===== config.mk =====
export PLATFORM = sky130hd
export DESIGN_NAME = quadrature_decoder_speed_window_top
export DESIGN_NICKNAME = d
export VERILOG_FILES = /design/src/design/qdsw_pkg.sv /design/src/design/qdsw_front.sv /design/src/design/qdsw_queue.sv /design/src/design/qdsw_back.sv /design/src/design/quadrature_decoder_speed_window_top.sv
export SDC_FILE = /design/constraint.sdc
export NUM_CORES = 2
export LEC_CHECK = 0
export BUFFER_PORTS_ARGS = -buffer_cell sky130_fd_sc_hd__buf_2
export CAP_MARGIN = 20
export CELL_PAD_IN_SITES_DETAIL_PLACEMENT = 1
export CELL_PAD_IN_SITES_GLOBAL_PLACEMENT = 1
export CORE_MARGIN = 5
export CORE_UTILIZATION = 59
export CTS_BUF_LIST = sky130_fd_sc_hd__clkbuf_8
export CTS_CLUSTER_SIZE = 10
export DETAILED_ROUTE_END_ITERATION = 10
export GPL_TIMING_DRIVEN = 0
export PLACE_DENSITY_LB_ADDON = 0.1
export SLEW_MARGIN = 25
export SYNTH_ARGS = -nofsm -noshare
export SYNTH_HDL_FRONTEND = slang
export SYNTH_SLANG_ARGS = --single-unit

===== constraint.sdc =====
create_clock -name i_clk -period 11.95 [get_ports i_clk]
set_input_delay 1.7925 -clock i_clk [delete_from_list [all_inputs] [get_ports i_clk]]
set_output_delay 1.7925 -clock i_clk [all_outputs]
set_load 0.02 [all_outputs]

===== src/design/qdsw_pkg.sv =====
// Shared types, codes and widths for the quadrature decoder with windowed speed.
// No dependencies; imported by every module of the block.
package qdsw_pkg;

    localparam int POS_W      = 32;
    localparam int TIMER_W    = 32;
    localparam int SUM_W      = 40;
    localparam int SPEED_W    = 48;
    localparam int Q_SHIFT    = 16;
    localparam int DIV_W      = POS_W + Q_SHIFT;
    localparam int CFG_ADDR_W = 2;
    localparam int CFG_DATA_W = 32;

    localparam int WINDOW_DEF      = 20;
    localparam int QUEUE_DEPTH_DEF = 4;

    localparam logic [TIMER_W-1:0] TIMEOUT_RST = 32'd150000;

    localparam logic [CFG_ADDR_W-1:0] REG_DECODE_MODE = 2'd0;
    localparam logic [CFG_ADDR_W-1:0] REG_MEASURE_EN  = 2'd1;
    localparam logic [CFG_ADDR_W-1:0] REG_TIMEOUT     = 2'd2;

    localparam logic [1:0] MODE_X1   = 2'd0;
    localparam logic [1:0] MODE_X2   = 2'd1;
    localparam logic [1:0] MODE_X4   = 2'd2;
    localparam logic [1:0] MODE_RSVD = 2'd3;

    typedef enum logic [1:0] {
        K_TICK  = 2'd0,
        K_READ  = 2'd1,
        K_RESET = 2'd2,
        K_NONE  = 2'd3
    } t_kind;

    typedef struct packed {
        logic [1:0]         decode_mode;
        logic               measure_en;
        logic [TIMER_W-1:0] timeout;
    } t_cfg;

    typedef struct packed {
        t_kind            kind;
        logic             counted;
        logic             dbl;
        logic [POS_W-1:0] pos;
        logic [POS_W-1:0] delta;
    } t_cmd;

endpackage


===== src/design/qdsw_front.sv =====
// Front end: takes input words, decodes pin edges and keeps position counters.
// Pushes one classified command per word into the queue. Uses qdsw_pkg.
module qdsw_front import qdsw_pkg::*; (
    input  logic       i_clk,
    input  logic       i_rst_n,
    input  logic       i_valid,
    output logic       o_ready,
    input  logic [1:0] i_kind,
    input  logic       i_pin_a,
    input  logic       i_pin_b,
    input  t_cfg       i_cfg,
    input  logic       i_q_full,
    output logic       o_push,
    output t_cmd       o_cmd
);

    logic [POS_W-1:0] r_pos, n_pos;
    logic [POS_W-1:0] r_last, n_last;
    logic [1:0]       r_prev, n_prev;

    logic [1:0]       mode;
    logic             chg_a, chg_b;
    logic             counted, step_up, dbl;
    logic [POS_W-1:0] delta;
    t_kind            kind;

    assign kind    = t_kind'(i_kind);
    assign o_ready = !i_q_full;
    assign o_push  = i_valid && !i_q_full;

    always_comb begin
        mode    = (i_cfg.decode_mode == MODE_RSVD) ? MODE_X1 : i_cfg.decode_mode;
        chg_a   = i_pin_a != r_prev[0];
        chg_b   = i_pin_b != r_prev[1];
        counted = 1'b0;
        step_up = 1'b0;
        dbl     = 1'b0;
        delta   = '0;
        n_pos   = r_pos;
        n_last  = r_last;
        n_prev  = r_prev;
        unique case (kind)
            K_TICK: begin
                n_prev = {i_pin_b, i_pin_a};
                if (chg_a && chg_b) begin
                    dbl = 1'b1;
                end else if (chg_a) begin
                    if (i_pin_a) begin
                        counted = 1'b1;
                        step_up = !i_pin_b;
                    end else if (mode == MODE_X2 || mode == MODE_X4) begin
                        counted = 1'b1;
                        step_up = i_pin_b;
                    end
                end else if (chg_b && mode == MODE_X4) begin
                    counted = 1'b1;
                    step_up = i_pin_b ? i_pin_a : !i_pin_a;
                end
                if (counted) begin
                    n_pos = step_up ? r_pos + 1'b1 : r_pos - 1'b1;
                end
            end
            K_READ: begin
                delta  = r_pos - r_last;
                n_last = r_pos;
            end
            K_RESET: begin
                n_pos  = '0;
                n_last = '0;
            end
            K_NONE: begin
            end
        endcase
    end

    always_comb begin
        o_cmd.kind    = kind;
        o_cmd.counted = counted;
        o_cmd.dbl     = dbl;
        o_cmd.pos     = n_pos;
        o_cmd.delta   = delta;
    end

    always_ff @(posedge i_clk) begin
        if (!i_rst_n) begin
            r_pos  <= '0;
            r_last <= '0;
            r_prev <= 2'b11;
        end else if (o_push) begin
            r_pos  <= n_pos;
            r_last <= n_last;
            r_prev <= n_prev;
        end
    end

endmodule


===== src/design/qdsw_queue.sv =====
// Small command queue between the decoder front end and the measurement back end.
// Holds t_cmd entries from qdsw_pkg.
module qdsw_queue import qdsw_pkg::*; #(
    parameter int DEPTH = QUEUE_DEPTH_DEF
) (
    input  logic i_clk,
    input  logic i_rst_n,
    input  logic i_push,
    input  t_cmd i_data,
    output logic o_full,
    input  logic i_pop,
    output logic o_valid,
    output t_cmd o_data
);

    localparam int PTR_W = (DEPTH > 1) ? $clog2(DEPTH) : 1;
    localparam int CNT_W = $clog2(DEPTH + 1);

    t_cmd             r_mem [DEPTH];
    logic [PTR_W-1:0] r_wr_ptr, r_rd_ptr;
    logic [CNT_W-1:0] r_count;

    assign o_full  = r_count == CNT_W'(DEPTH);
    assign o_valid = r_count != '0;
    assign o_data  = r_mem[r_rd_ptr];

    always_ff @(posedge i_clk) begin
        if (i_push) begin
            r_mem[r_wr_ptr] <= i_data;
        end
    end

    always_ff @(posedge i_clk) begin
        if (!i_rst_n) begin
            r_wr_ptr <= '0;
            r_rd_ptr <= '0;
            r_count  <= '0;
        end else begin
            if (i_push) begin
                r_wr_ptr <= (r_wr_ptr == PTR_W'(DEPTH - 1)) ? '0 : r_wr_ptr + 1'b1;
            end
            if (i_pop) begin
                r_rd_ptr <= (r_rd_ptr == PTR_W'(DEPTH - 1)) ? '0 : r_rd_ptr + 1'b1;
            end
            if (i_push && !i_pop) begin
                r_count <= r_count + 1'b1;
            end else if (!i_push && i_pop) begin
                r_count <= r_count - 1'b1;
            end
        end
    end

endmodule


===== src/design/qdsw_back.sv =====
// Back end: interval timer, sample rings, window sum, bit-serial divider for speed,
// timeout handling and the output register. Uses qdsw_pkg.
module qdsw_back import qdsw_pkg::*; #(
    parameter int WINDOW = WINDOW_DEF
) (
    input  logic               i_clk,
    input  logic               i_rst_n,
    input  logic               i_q_valid,
    output logic               o_q_pop,
    input  t_cmd               i_cmd,
    input  t_cfg               i_cfg,
    output logic               o_valid,
    input  logic               i_ready,
    output logic [POS_W-1:0]   o_position,
    output logic [POS_W-1:0]   o_delta,
    output logic [SPEED_W-1:0] o_speed,
    output logic               o_dbl,
    output logic               o_tout
);

    localparam int SLOT_W = (WINDOW > 1) ? $clog2(WINDOW) : 1;
    localparam int CNT_W  = $clog2(DIV_W);

    typedef enum logic [1:0] {S_IDLE, S_UPD, S_DIV, S_OUT} t_state;

    t_state             r_state, n_state;
    logic               r_started, n_started;
    logic               r_full, n_full;
    logic [SLOT_W-1:0]  r_slot, n_slot;
    logic [TIMER_W-1:0] r_timer, n_timer;
    logic [SUM_W-1:0]   r_sum, n_sum;
    logic [SPEED_W-1:0] r_speed, n_speed;
    logic [TIMER_W-1:0] r_now, n_now;
    t_cmd               r_cur, n_cur;
    logic               r_neg, n_neg;
    logic [SUM_W-1:0]   r_rem, n_rem;
    logic [DIV_W-1:0]   r_dvd, n_dvd;
    logic [CNT_W-1:0]   r_cnt, n_cnt;

    logic               r_out_valid, n_out_valid;
    logic [POS_W-1:0]   r_out_pos, n_out_pos;
    logic [POS_W-1:0]   r_out_delta, n_out_delta;
    logic [SPEED_W-1:0] r_out_speed, n_out_speed;
    logic               r_out_dbl, n_out_dbl;
    logic               r_out_tout, n_out_tout;

    // sample rings
    logic [TIMER_W-1:0] r_int_mem [WINDOW];
    logic [POS_W-1:0]   r_pos_mem [WINDOW];
    logic [WINDOW-1:0]  r_int_vld;
    logic [TIMER_W-1:0] r_int_rd;
    logic               r_int_rd_vld;
    logic [POS_W-1:0]   r_pos_rd;
    logic [SLOT_W-1:0]  pos_rd_addr;
    logic               mem_we;
    logic [SLOT_W-1:0]  mem_wr_addr;
    logic [TIMER_W-1:0] int_wr_data;
    logic [POS_W-1:0]   pos_wr_data;

    logic               out_free, q_pop, edge_item, load;
    logic [TIMER_W-1:0] timer_inc;
    logic [TIMER_W-1:0] old_int;
    logic [POS_W-1:0]   diff, mag;
    logic [SUM_W:0]     rem_sh;
    logic               ge;
    logic               last_slot;

    assign out_free    = !r_out_valid || i_ready;
    assign edge_item   = i_cmd.kind == K_TICK && i_cmd.counted && i_cfg.measure_en;
    assign q_pop       = r_state == S_IDLE && i_q_valid
                         && ((edge_item && r_started) || out_free);
    assign o_q_pop     = q_pop;
    assign timer_inc   = (r_started && r_timer != '1) ? r_timer + 1'b1 : r_timer;
    assign pos_rd_addr = r_full ? r_slot : '0;
    assign old_int     = r_int_rd_vld ? r_int_rd : '0;
    assign last_slot   = r_slot == SLOT_W'(WINDOW - 1);
    assign diff        = r_cur.pos - r_pos_rd;
    assign mag         = diff[POS_W-1] ? -diff : diff;
    assign rem_sh      = {r_rem, r_dvd[DIV_W-1]};
    assign ge          = rem_sh >= {1'b0, r_sum};

    always_comb begin
        n_state     = r_state;
        n_started   = r_started;
        n_full      = r_full;
        n_slot      = r_slot;
        n_timer     = r_timer;
        n_sum       = r_sum;
        n_speed     = r_speed;
        n_now       = r_now;
        n_cur       = r_cur;
        n_neg       = r_neg;
        n_rem       = r_rem;
        n_dvd       = r_dvd;
        n_cnt       = r_cnt;
        n_out_valid = r_out_valid && !i_ready;
        n_out_pos   = r_out_pos;
        n_out_delta = '0;
        n_out_dbl   = 1'b0;
        n_out_tout  = 1'b0;
        load        = 1'b0;
        mem_we      = 1'b0;
        mem_wr_addr = r_slot;
        int_wr_data = r_now;
        pos_wr_data = r_cur.pos;

        unique case (r_state)
            S_IDLE: begin
                if (q_pop) begin
                    n_out_pos = i_cmd.pos;
                    load      = 1'b1;
                    unique case (i_cmd.kind)
                        K_TICK: begin
                            n_timer   = timer_inc;
                            n_out_dbl = i_cmd.dbl;
                            if (edge_item) begin
                                n_timer = '0;
                                if (!r_started) begin
                                    n_started   = 1'b1;
                                    n_slot      = SLOT_W'(1);
                                    mem_we      = 1'b1;
                                    mem_wr_addr = '0;
                                    int_wr_data = '0;
                                    pos_wr_data = i_cmd.pos;
                                end else begin
                                    load    = 1'b0;
                                    n_now   = timer_inc;
                                    n_cur   = i_cmd;
                                    n_state = S_UPD;
                                end
                            end
                        end
                        K_READ: begin
                            n_out_delta = i_cmd.delta;
                            if (i_cfg.measure_en && r_timer > i_cfg.timeout) begin
                                n_out_tout = 1'b1;
                                n_started  = 1'b0;
                                n_full     = 1'b0;
                                n_slot     = '0;
                                n_timer    = '0;
                                n_sum      = '0;
                                n_speed    = '0;
                            end
                        end
                        K_RESET: begin
                            if (i_cfg.measure_en) begin
                                n_started = 1'b0;
                                n_full    = 1'b0;
                                n_slot    = '0;
                                n_timer   = '0;
                                n_sum     = '0;
                                n_speed   = '0;
                            end
                        end
                        K_NONE: begin
                        end
                    endcase
                end
            end
            S_UPD: begin
                mem_we = 1'b1;
                n_sum  = r_full ? r_sum - SUM_W'(old_int) + SUM_W'(r_now)
                                : r_sum + SUM_W'(r_now);
                n_slot = last_slot ? '0 : r_slot + 1'b1;
                if (last_slot) begin
                    n_full = 1'b1;
                end
                n_neg   = diff[POS_W-1];
                n_rem   = '0;
                n_dvd   = {mag, {Q_SHIFT{1'b0}}};
                n_cnt   = '0;
                n_state = (n_sum != '0) ? S_DIV : S_OUT;
            end
            S_DIV: begin
                // restoring division, one quotient bit per cycle
                n_rem = ge ? rem_sh[SUM_W-1:0] - r_sum : rem_sh[SUM_W-1:0];
                n_dvd = {r_dvd[DIV_W-2:0], ge};
                n_cnt = r_cnt + 1'b1;
                if (r_cnt == CNT_W'(DIV_W - 1)) begin
                    // quotient stays within the 48-bit signed range
                    n_speed = r_neg ? -n_dvd : n_dvd;
                    n_state = S_OUT;
                end
            end
            S_OUT: begin
                if (out_free) begin
                    n_out_pos = r_cur.pos;
                    load      = 1'b1;
                    n_state   = S_IDLE;
                end
            end
        endcase

        if (load) begin
            n_out_valid = 1'b1;
            n_out_speed = i_cfg.measure_en ? n_speed : '0;
        end else begin
            n_out_pos   = r_out_pos;
            n_out_delta = r_out_delta;
            n_out_speed = r_out_speed;
            n_out_dbl   = r_out_dbl;
            n_out_tout  = r_out_tout;
        end
    end

    always_ff @(posedge i_clk) begin
        if (!i_rst_n) begin
            r_state     <= S_IDLE;
            r_started   <= 1'b0;
            r_full      <= 1'b0;
            r_slot      <= '0;
            r_timer     <= '0;
            r_sum       <= '0;
            r_speed     <= '0;
            r_out_valid <= 1'b0;
        end else begin
            r_state     <= n_state;
            r_started   <= n_started;
            r_full      <= n_full;
            r_slot      <= n_slot;
            r_timer     <= n_timer;
            r_sum       <= n_sum;
            r_speed     <= n_speed;
            r_out_valid <= n_out_valid;
        end
        r_now       <= n_now;
        r_cur       <= n_cur;
        r_neg       <= n_neg;
        r_rem       <= n_rem;
        r_dvd       <= n_dvd;
        r_cnt       <= n_cnt;
        r_out_pos   <= n_out_pos;
        r_out_delta <= n_out_delta;
        r_out_speed <= n_out_speed;
        r_out_dbl   <= n_out_dbl;
        r_out_tout  <= n_out_tout;
    end

    always_ff @(posedge i_clk) begin
        if (mem_we) begin
            r_int_mem[mem_wr_addr] <= int_wr_data;
            r_pos_mem[mem_wr_addr] <= pos_wr_data;
        end
        r_int_rd <= r_int_mem[r_slot];
        r_pos_rd <= r_pos_mem[pos_rd_addr];
    end

    always_ff @(posedge i_clk) begin
        if (!i_rst_n) begin
            r_int_vld    <= '0;
            r_int_rd_vld <= 1'b0;
        end else begin
            if (mem_we) begin
                r_int_vld[mem_wr_addr] <= 1'b1;
            end
            r_int_rd_vld <= r_int_vld[r_slot];
        end
    end

    assign o_valid    = r_out_valid;
    assign o_position = r_out_pos;
    assign o_delta    = r_out_delta;
    assign o_speed    = r_out_speed;
    assign o_dbl      = r_out_dbl;
    assign o_tout     = r_out_tout;

    a_slot_range: assert property (@(posedge i_clk) disable iff (!i_rst_n)
        r_slot <= SLOT_W'(WINDOW - 1))
        else $error("ring slot out of range");

    a_full_started: assert property (@(posedge i_clk) disable iff (!i_rst_n)
        r_full |-> r_started)
        else $error("window full while stopped");

    a_timer_stopped: assert property (@(posedge i_clk) disable iff (!i_rst_n)
        !r_started |-> r_timer == '0)
        else $error("timer running while stopped");

    a_sum_stopped: assert property (@(posedge i_clk) disable iff (!i_rst_n)
        !r_started |-> r_sum == '0)
        else $error("window sum nonzero while stopped");

    a_no_pop_busy: assert property (@(posedge i_clk) disable iff (!i_rst_n)
        r_state != S_IDLE |-> !q_pop)
        else $error("queue popped while an edge is in progress");

endmodule


===== src/design/quadrature_decoder_speed_window_top.sv =====
// Top level of the quadrature decoder with windowed speed measurement.
// Holds the configuration registers; uses qdsw_pkg, qdsw_front, qdsw_queue, qdsw_back.
//
// Input stream (s_axis): one word per pin sample tick, read or count reset; the
// kind travels in tuser. Output stream (m_axis): exactly one result word per
// input word, in order. Config port: i_cfg_we writes i_cfg_wdata to register
// i_cfg_addr (0 decode mode, 1 measure enable, 2 timeout); write only while idle.
// Words without a measured edge pass through the command queue and then the
// output register. A counted edge with measurement on goes through the back
// end's ring update and a 48-step bit-serial divider; the divider is skipped if
// the window sum is zero, and the first edge after clearing only stores its sample.
// Throughput: one word per cycle while no measured edge is pending; the
// command queue absorbs QUEUE_DEPTH words behind a divide, then s_axis_tready
// drops. A stalled m_axis holds the result register; the front keeps taking
// words until the queue fills.
// Reset: synchronous, active low; counts, pins (both high), timer, window and
// speed clear, configuration returns to its defaults.
module quadrature_decoder_speed_window_top import qdsw_pkg::*; #(
    parameter int WINDOW      = WINDOW_DEF,
    parameter int QUEUE_DEPTH = QUEUE_DEPTH_DEF
) (
    input  logic                  i_clk,
    input  logic                  i_rst_n,
    input  logic                  s_axis_tvalid,
    output logic                  s_axis_tready,
    input  logic [7:0]            s_axis_tdata,   // [0] pin_a, [1] pin_b
    input  logic [1:0]            s_axis_tuser,   // [1:0] kind
    output logic                  m_axis_tvalid,
    input  logic                  m_axis_tready,
    output logic [119:0]          m_axis_tdata,   // position, delta, speed_q16,
                                                  // double_edge, timed_out
    input  logic                  i_cfg_we,
    input  logic [CFG_ADDR_W-1:0] i_cfg_addr,
    input  logic [CFG_DATA_W-1:0] i_cfg_wdata
);

    t_cfg               r_cfg;
    logic               q_full, q_push, q_pop, q_valid;
    t_cmd               push_cmd, pop_cmd;
    logic [POS_W-1:0]   res_pos, res_delta;
    logic [SPEED_W-1:0] res_speed;
    logic               res_dbl, res_tout;

    always_ff @(posedge i_clk) begin
        if (!i_rst_n) begin
            r_cfg.decode_mode <= MODE_X1;
            r_cfg.measure_en  <= 1'b0;
            r_cfg.timeout     <= TIMEOUT_RST;
        end else if (i_cfg_we) begin
            unique case (i_cfg_addr)
                REG_DECODE_MODE: r_cfg.decode_mode <= i_cfg_wdata[1:0];
                REG_MEASURE_EN:  r_cfg.measure_en  <= i_cfg_wdata[0];
                REG_TIMEOUT:     r_cfg.timeout     <= i_cfg_wdata[TIMER_W-1:0];
                default: begin
                end
            endcase
        end
    end

    qdsw_front u_front (
        .i_clk    (i_clk),
        .i_rst_n  (i_rst_n),
        .i_valid  (s_axis_tvalid),
        .o_ready  (s_axis_tready),
        .i_kind   (s_axis_tuser),
        .i_pin_a  (s_axis_tdata[0]),
        .i_pin_b  (s_axis_tdata[1]),
        .i_cfg    (r_cfg),
        .i_q_full (q_full),
        .o_push   (q_push),
        .o_cmd    (push_cmd)
    );

    qdsw_queue #(
        .DEPTH (QUEUE_DEPTH)
    ) u_queue (
        .i_clk   (i_clk),
        .i_rst_n (i_rst_n),
        .i_push  (q_push),
        .i_data  (push_cmd),
        .o_full  (q_full),
        .i_pop   (q_pop),
        .o_valid (q_valid),
        .o_data  (pop_cmd)
    );

    qdsw_back #(
        .WINDOW (WINDOW)
    ) u_back (
        .i_clk      (i_clk),
        .i_rst_n    (i_rst_n),
        .i_q_valid  (q_valid),
        .o_q_pop    (q_pop),
        .i_cmd      (pop_cmd),
        .i_cfg      (r_cfg),
        .o_valid    (m_axis_tvalid),
        .i_ready    (m_axis_tready),
        .o_position (res_pos),
        .o_delta    (res_delta),
        .o_speed    (res_speed),
        .o_dbl      (res_dbl),
        .o_tout     (res_tout)
    );

    assign m_axis_tdata = {6'b0, res_tout, res_dbl, res_speed, res_delta, res_pos};

endmodule

==> flow_summary.toml <==
[synthesis]
yosys.area.top_type = "edfxtp_1"
synth-seq-area-share = 0.625
yosysWarnings = 0
ys.flop_type = "edfxtp_1"
synth_area_per_cell_um2 = 13.3
synth_cell_types = 95
ys_seq_elements = 2150
synthTopCellsByArea = "edfxtp_1, mux4_2, dfxtp_1"
synth_top_area_frac = 0.558
netlist_instances = 7372
syn_area_mm2 = 0.0982
synth_edf_count = 1825
synth-async-reset-ratio = 0

[final_layout]
final_net_count = 8361
drive_gt1_frac = 0.156
finalInstanceArea_mm2 = 0.111
fin_util = 0.673
syn_to_final_growth_pct = 13.2
fill_cells = 15700
instances_no_fill = 10500
multi_input_area_mm2 = 0.0344
seq_area_mm2 = 0.0613

[placed_design]
place_congestion = 0.951
io_buffers = 157
hpwlAfterDp_um = 239000
pre_cts_slack_ns = 3.48
dp_cells = 9830
place_area_mm2 = 0.104

[power_and_ir_drop]
netSwitchingFraction = 0.299
p_int_mw = 12.7
power.switching_mw = 5.42
leakagePower_nw = 39.4
seqPwrFrac = 0.478
power.density_mw_per_mm2 = 163
power.clock.fraction = 0.355
total_power_mw = 18.1
ir_worst_vdd_v = 0.000151
combPwrFrac = 0.168

[clocking]
cts_resized = 0
cts-root-buf = "clkbuf_8"
cts_tree = "done"
h-tree-depth = 5
cts_buffer_depth = 4
cts_sinks = 2150
postCtsHoldBufs = 0
clk_latency_ns = 1.15
cts.clk_slew.worst_paths_ns = 0.08
cts_inserted_buffers = 362
post_cts_buffers = 0

[setup_path]
r2r_cells = 26
cpMostUsedCell = "nand2b_1"
worstPathRequired_ns = 12.79
cp-start-kind = "flop"
cp-end-kind = "flop"
crit_fanout = 10
cp_slowest_stage_delay_ns = 0.87
slowest_stage = "o21ai_1"
critical_path_class = "reg -> reg"
cp.arrival_ns = 9.63

[sta]
worst_pin_slew_ns = 1.24
rsz0062_at_grt = "no"
post-route-period-util = 0.735
setup_ws_ns = 3.17
max_slew_margin = 0.175
setup_violations = 0
min_period_ns = 8.78
hold_viol = 0
finClkSkew_ns = 0.0945
fin_tns_setup_ns = 0
fmax_mhz = 114
hold_ws_ns = 0.459
maxSlewViolCount = 0

[floorplanning]
floorplan.rows = 149
fp.dieW_um = 418
initial_core_util = 0.594
fp.dieH_um = 418
core_area_mm2 = 0.165
die_area_mm2 = 0.175
ioPinCount = 171

[hold_path]
holdPathStages = 2
min_path_type = "reg -> reg"

[job]
drv_cap = 0

[global_route]
grt_max_degree = 56
grt_pass1_vias = 75400
antenna_found_initial = 12
grt_pass1_wl_um = 515000
grt_usage = 0.404
globalRouteOverflowTotal = 0

[drt]
viasPerCell = 6.86
ant_nets = 0
wirelength_um = 357000
dr.pass1.iters = 8
vias = 71900
avgRoutedWirePerCell_um = 34.0
drtIter0Drc = 9166
drcViolationCount = 0

[run_status]
status = "finished clean"
[kinds of logic after synthesis]
logic type / after synthesis / synth area share
other cells: 1 / 0.0000382
compound gates: 1453 / 0.0957
flops: 2150 / 0.625
simple gates: 2004 / 0.0950
fa+ha+maj: 303 / 0.0415
buf+inv: 717 / 0.0278
xor+xnor: 264 / 0.0236
mux: 480 / 0.0917
[flip-flops by register name, indices dropped and copies added, names as in the netlist, 3 cells and up, named ones only]
signal,flops
u_back.r_int_mem,640
u_back.r_pos_mem,640
u_queue.r_mem,272
u_back.o_speed,48
u_back.r_dvd,48
u_back.r_speed,48
u_back.r_rem,40
u_back.r_sum,40
r_cfg,35
u_back.o_delta,32
u_back.o_position,32
u_back.r_cur,32
u_back.r_int_rd,32
u_back.r_now,32
u_back.r_pos_rd,32
u_back.r_timer,32
u_front.r_last,32
u_front.r_pos,32
u_back.r_int_vld,20
u_back.r_cnt,6
u_back.r_slot,5
u_queue.r_count,3
[worst paths after layout]
check,start,to,slack [ns]
max,u_back.r_sum[1]$_SDFFE_PN0P_,u_back.o_speed[44]$_SDFFCE_PN0P_,3.17
min,r_cfg[24]$_SDFFE_PN0P_,r_cfg[24]$_SDFFE_PN0P_,0.46
max reg2reg,u_back.r_sum[1]$_SDFFE_PN0P_,u_back.o_speed[44]$_SDFFCE_PN0P_,3.17
min reg2reg,r_cfg[24]$_SDFFE_PN0P_,r_cfg[24]$_SDFFE_PN0P_,0.46
[placed cells by master (no fill, tap or decap), types with 41 or more instances in the layout]
cell and instances:
dfxtp_1 325, o31ai_1 52, a31oi_1 43, nor3b_1 45, inv_1 452, clkinv_1 58
mux2_2 50, a21o_1 95, o21ai_0 266, nand4_1 46, buf_16 51, nor3_1 78
xor2_1 123, ha_1 264, or3_1 50, buf_2 172, edfxtp_1 1825, xnor2_1 140
mux2i_1 100, clkbuf_8 416, nand2_1 729, clkbuf_1 298, mux4_2 330, nor2_1 458
o2111ai_1 41, and2_1 102, nand3_1 175, a211oi_1 130, nand2b_1 42, a21oi_1 461
and3_1 67, nor2b_1 61
[power by group through the flow]
stage | logic (mW) | registers, mW | clock network, mW
after floorplan | 1.60 | 8.98 | 0
after global placement | 2.78 | 8.81 | 0
after detailed placement | 2.95 | 8.81 | 0
after CTS | 3.01 | 8.66 | 6.44
after global routing | 3.18 | 8.67 | 6.86
final | 3.04 | 8.66 | 6.44
[cells in the mapped netlist, types with 13 or more instances]
cell	n
o211ai_1	32
o2111ai_1	41
a211oi_1	130
a22oi_1	33
mux2i_1	100
o21ai_0	268
o31ai_1	52
a31o_2	22
nor2_1	507
a21oi_1	464
nand4_1	46
mux4_2	330
inv_1	324
a22o_1	24
ha_1	265
nand2_1	731
a31oi_1	43
nor2b_1	61
edfxtp_1	1825
o32ai_1	18
dfxtp_1	325
a21o_1	95
nor4_1	16
or3_1	50
o41ai_1	15
and2_1	102
nand3_1	175
nor3b_1	46
xor2_1	123
nand3b_1	17
a21boi_0	24
and3_1	71
clkbuf_1	315
o221ai_1	13
nand2b_1	42
o21a_1	36
nor3_1	81
mux2_2	50
or2_2	17
a311oi_1	15
fa_1	38
buf_1	58
o21bai_1	23
xnor2_1	140
[routing by layer]
layer	vias up	track usage	wire, um
met5	-	0	34
met4	6	0.249	26400
met3	1413	0.0988	35400
met2	5075	0.655	169000
met1	36300	0.493	125000
li1	29200	-	-
[critical path, delay by kind of cell, from the launching register on]
kind / cells / cell delay (ns)
AO/OA/AOI/OAI: 10 / 2.94
AND/OR/NAND/NOR: 9 / 2.09
buffers and inverters: 4 / 1.83
adder cells (fa/ha/maj): 2 / 0.73
flip-flops: 1 / 0.66
XOR/XNOR: 1 / 0.24
[area by class of cell]
class / instances / share of cell area
flip-flops and latches: 2150 / 0.552
multi-input cells: 4510 / 0.310
clock buffers: 416 / 0.0515
repair buffers: 268 / 0.0274
well taps: 2189 / 0.0247
plain buffers: 387 / 0.0138
inverters: 330 / 0.0112
clock inverters: 228 / 0.00910
diodes: 10 / 0.000225
No activity file was read; power rests on OpenSTA's default activity.
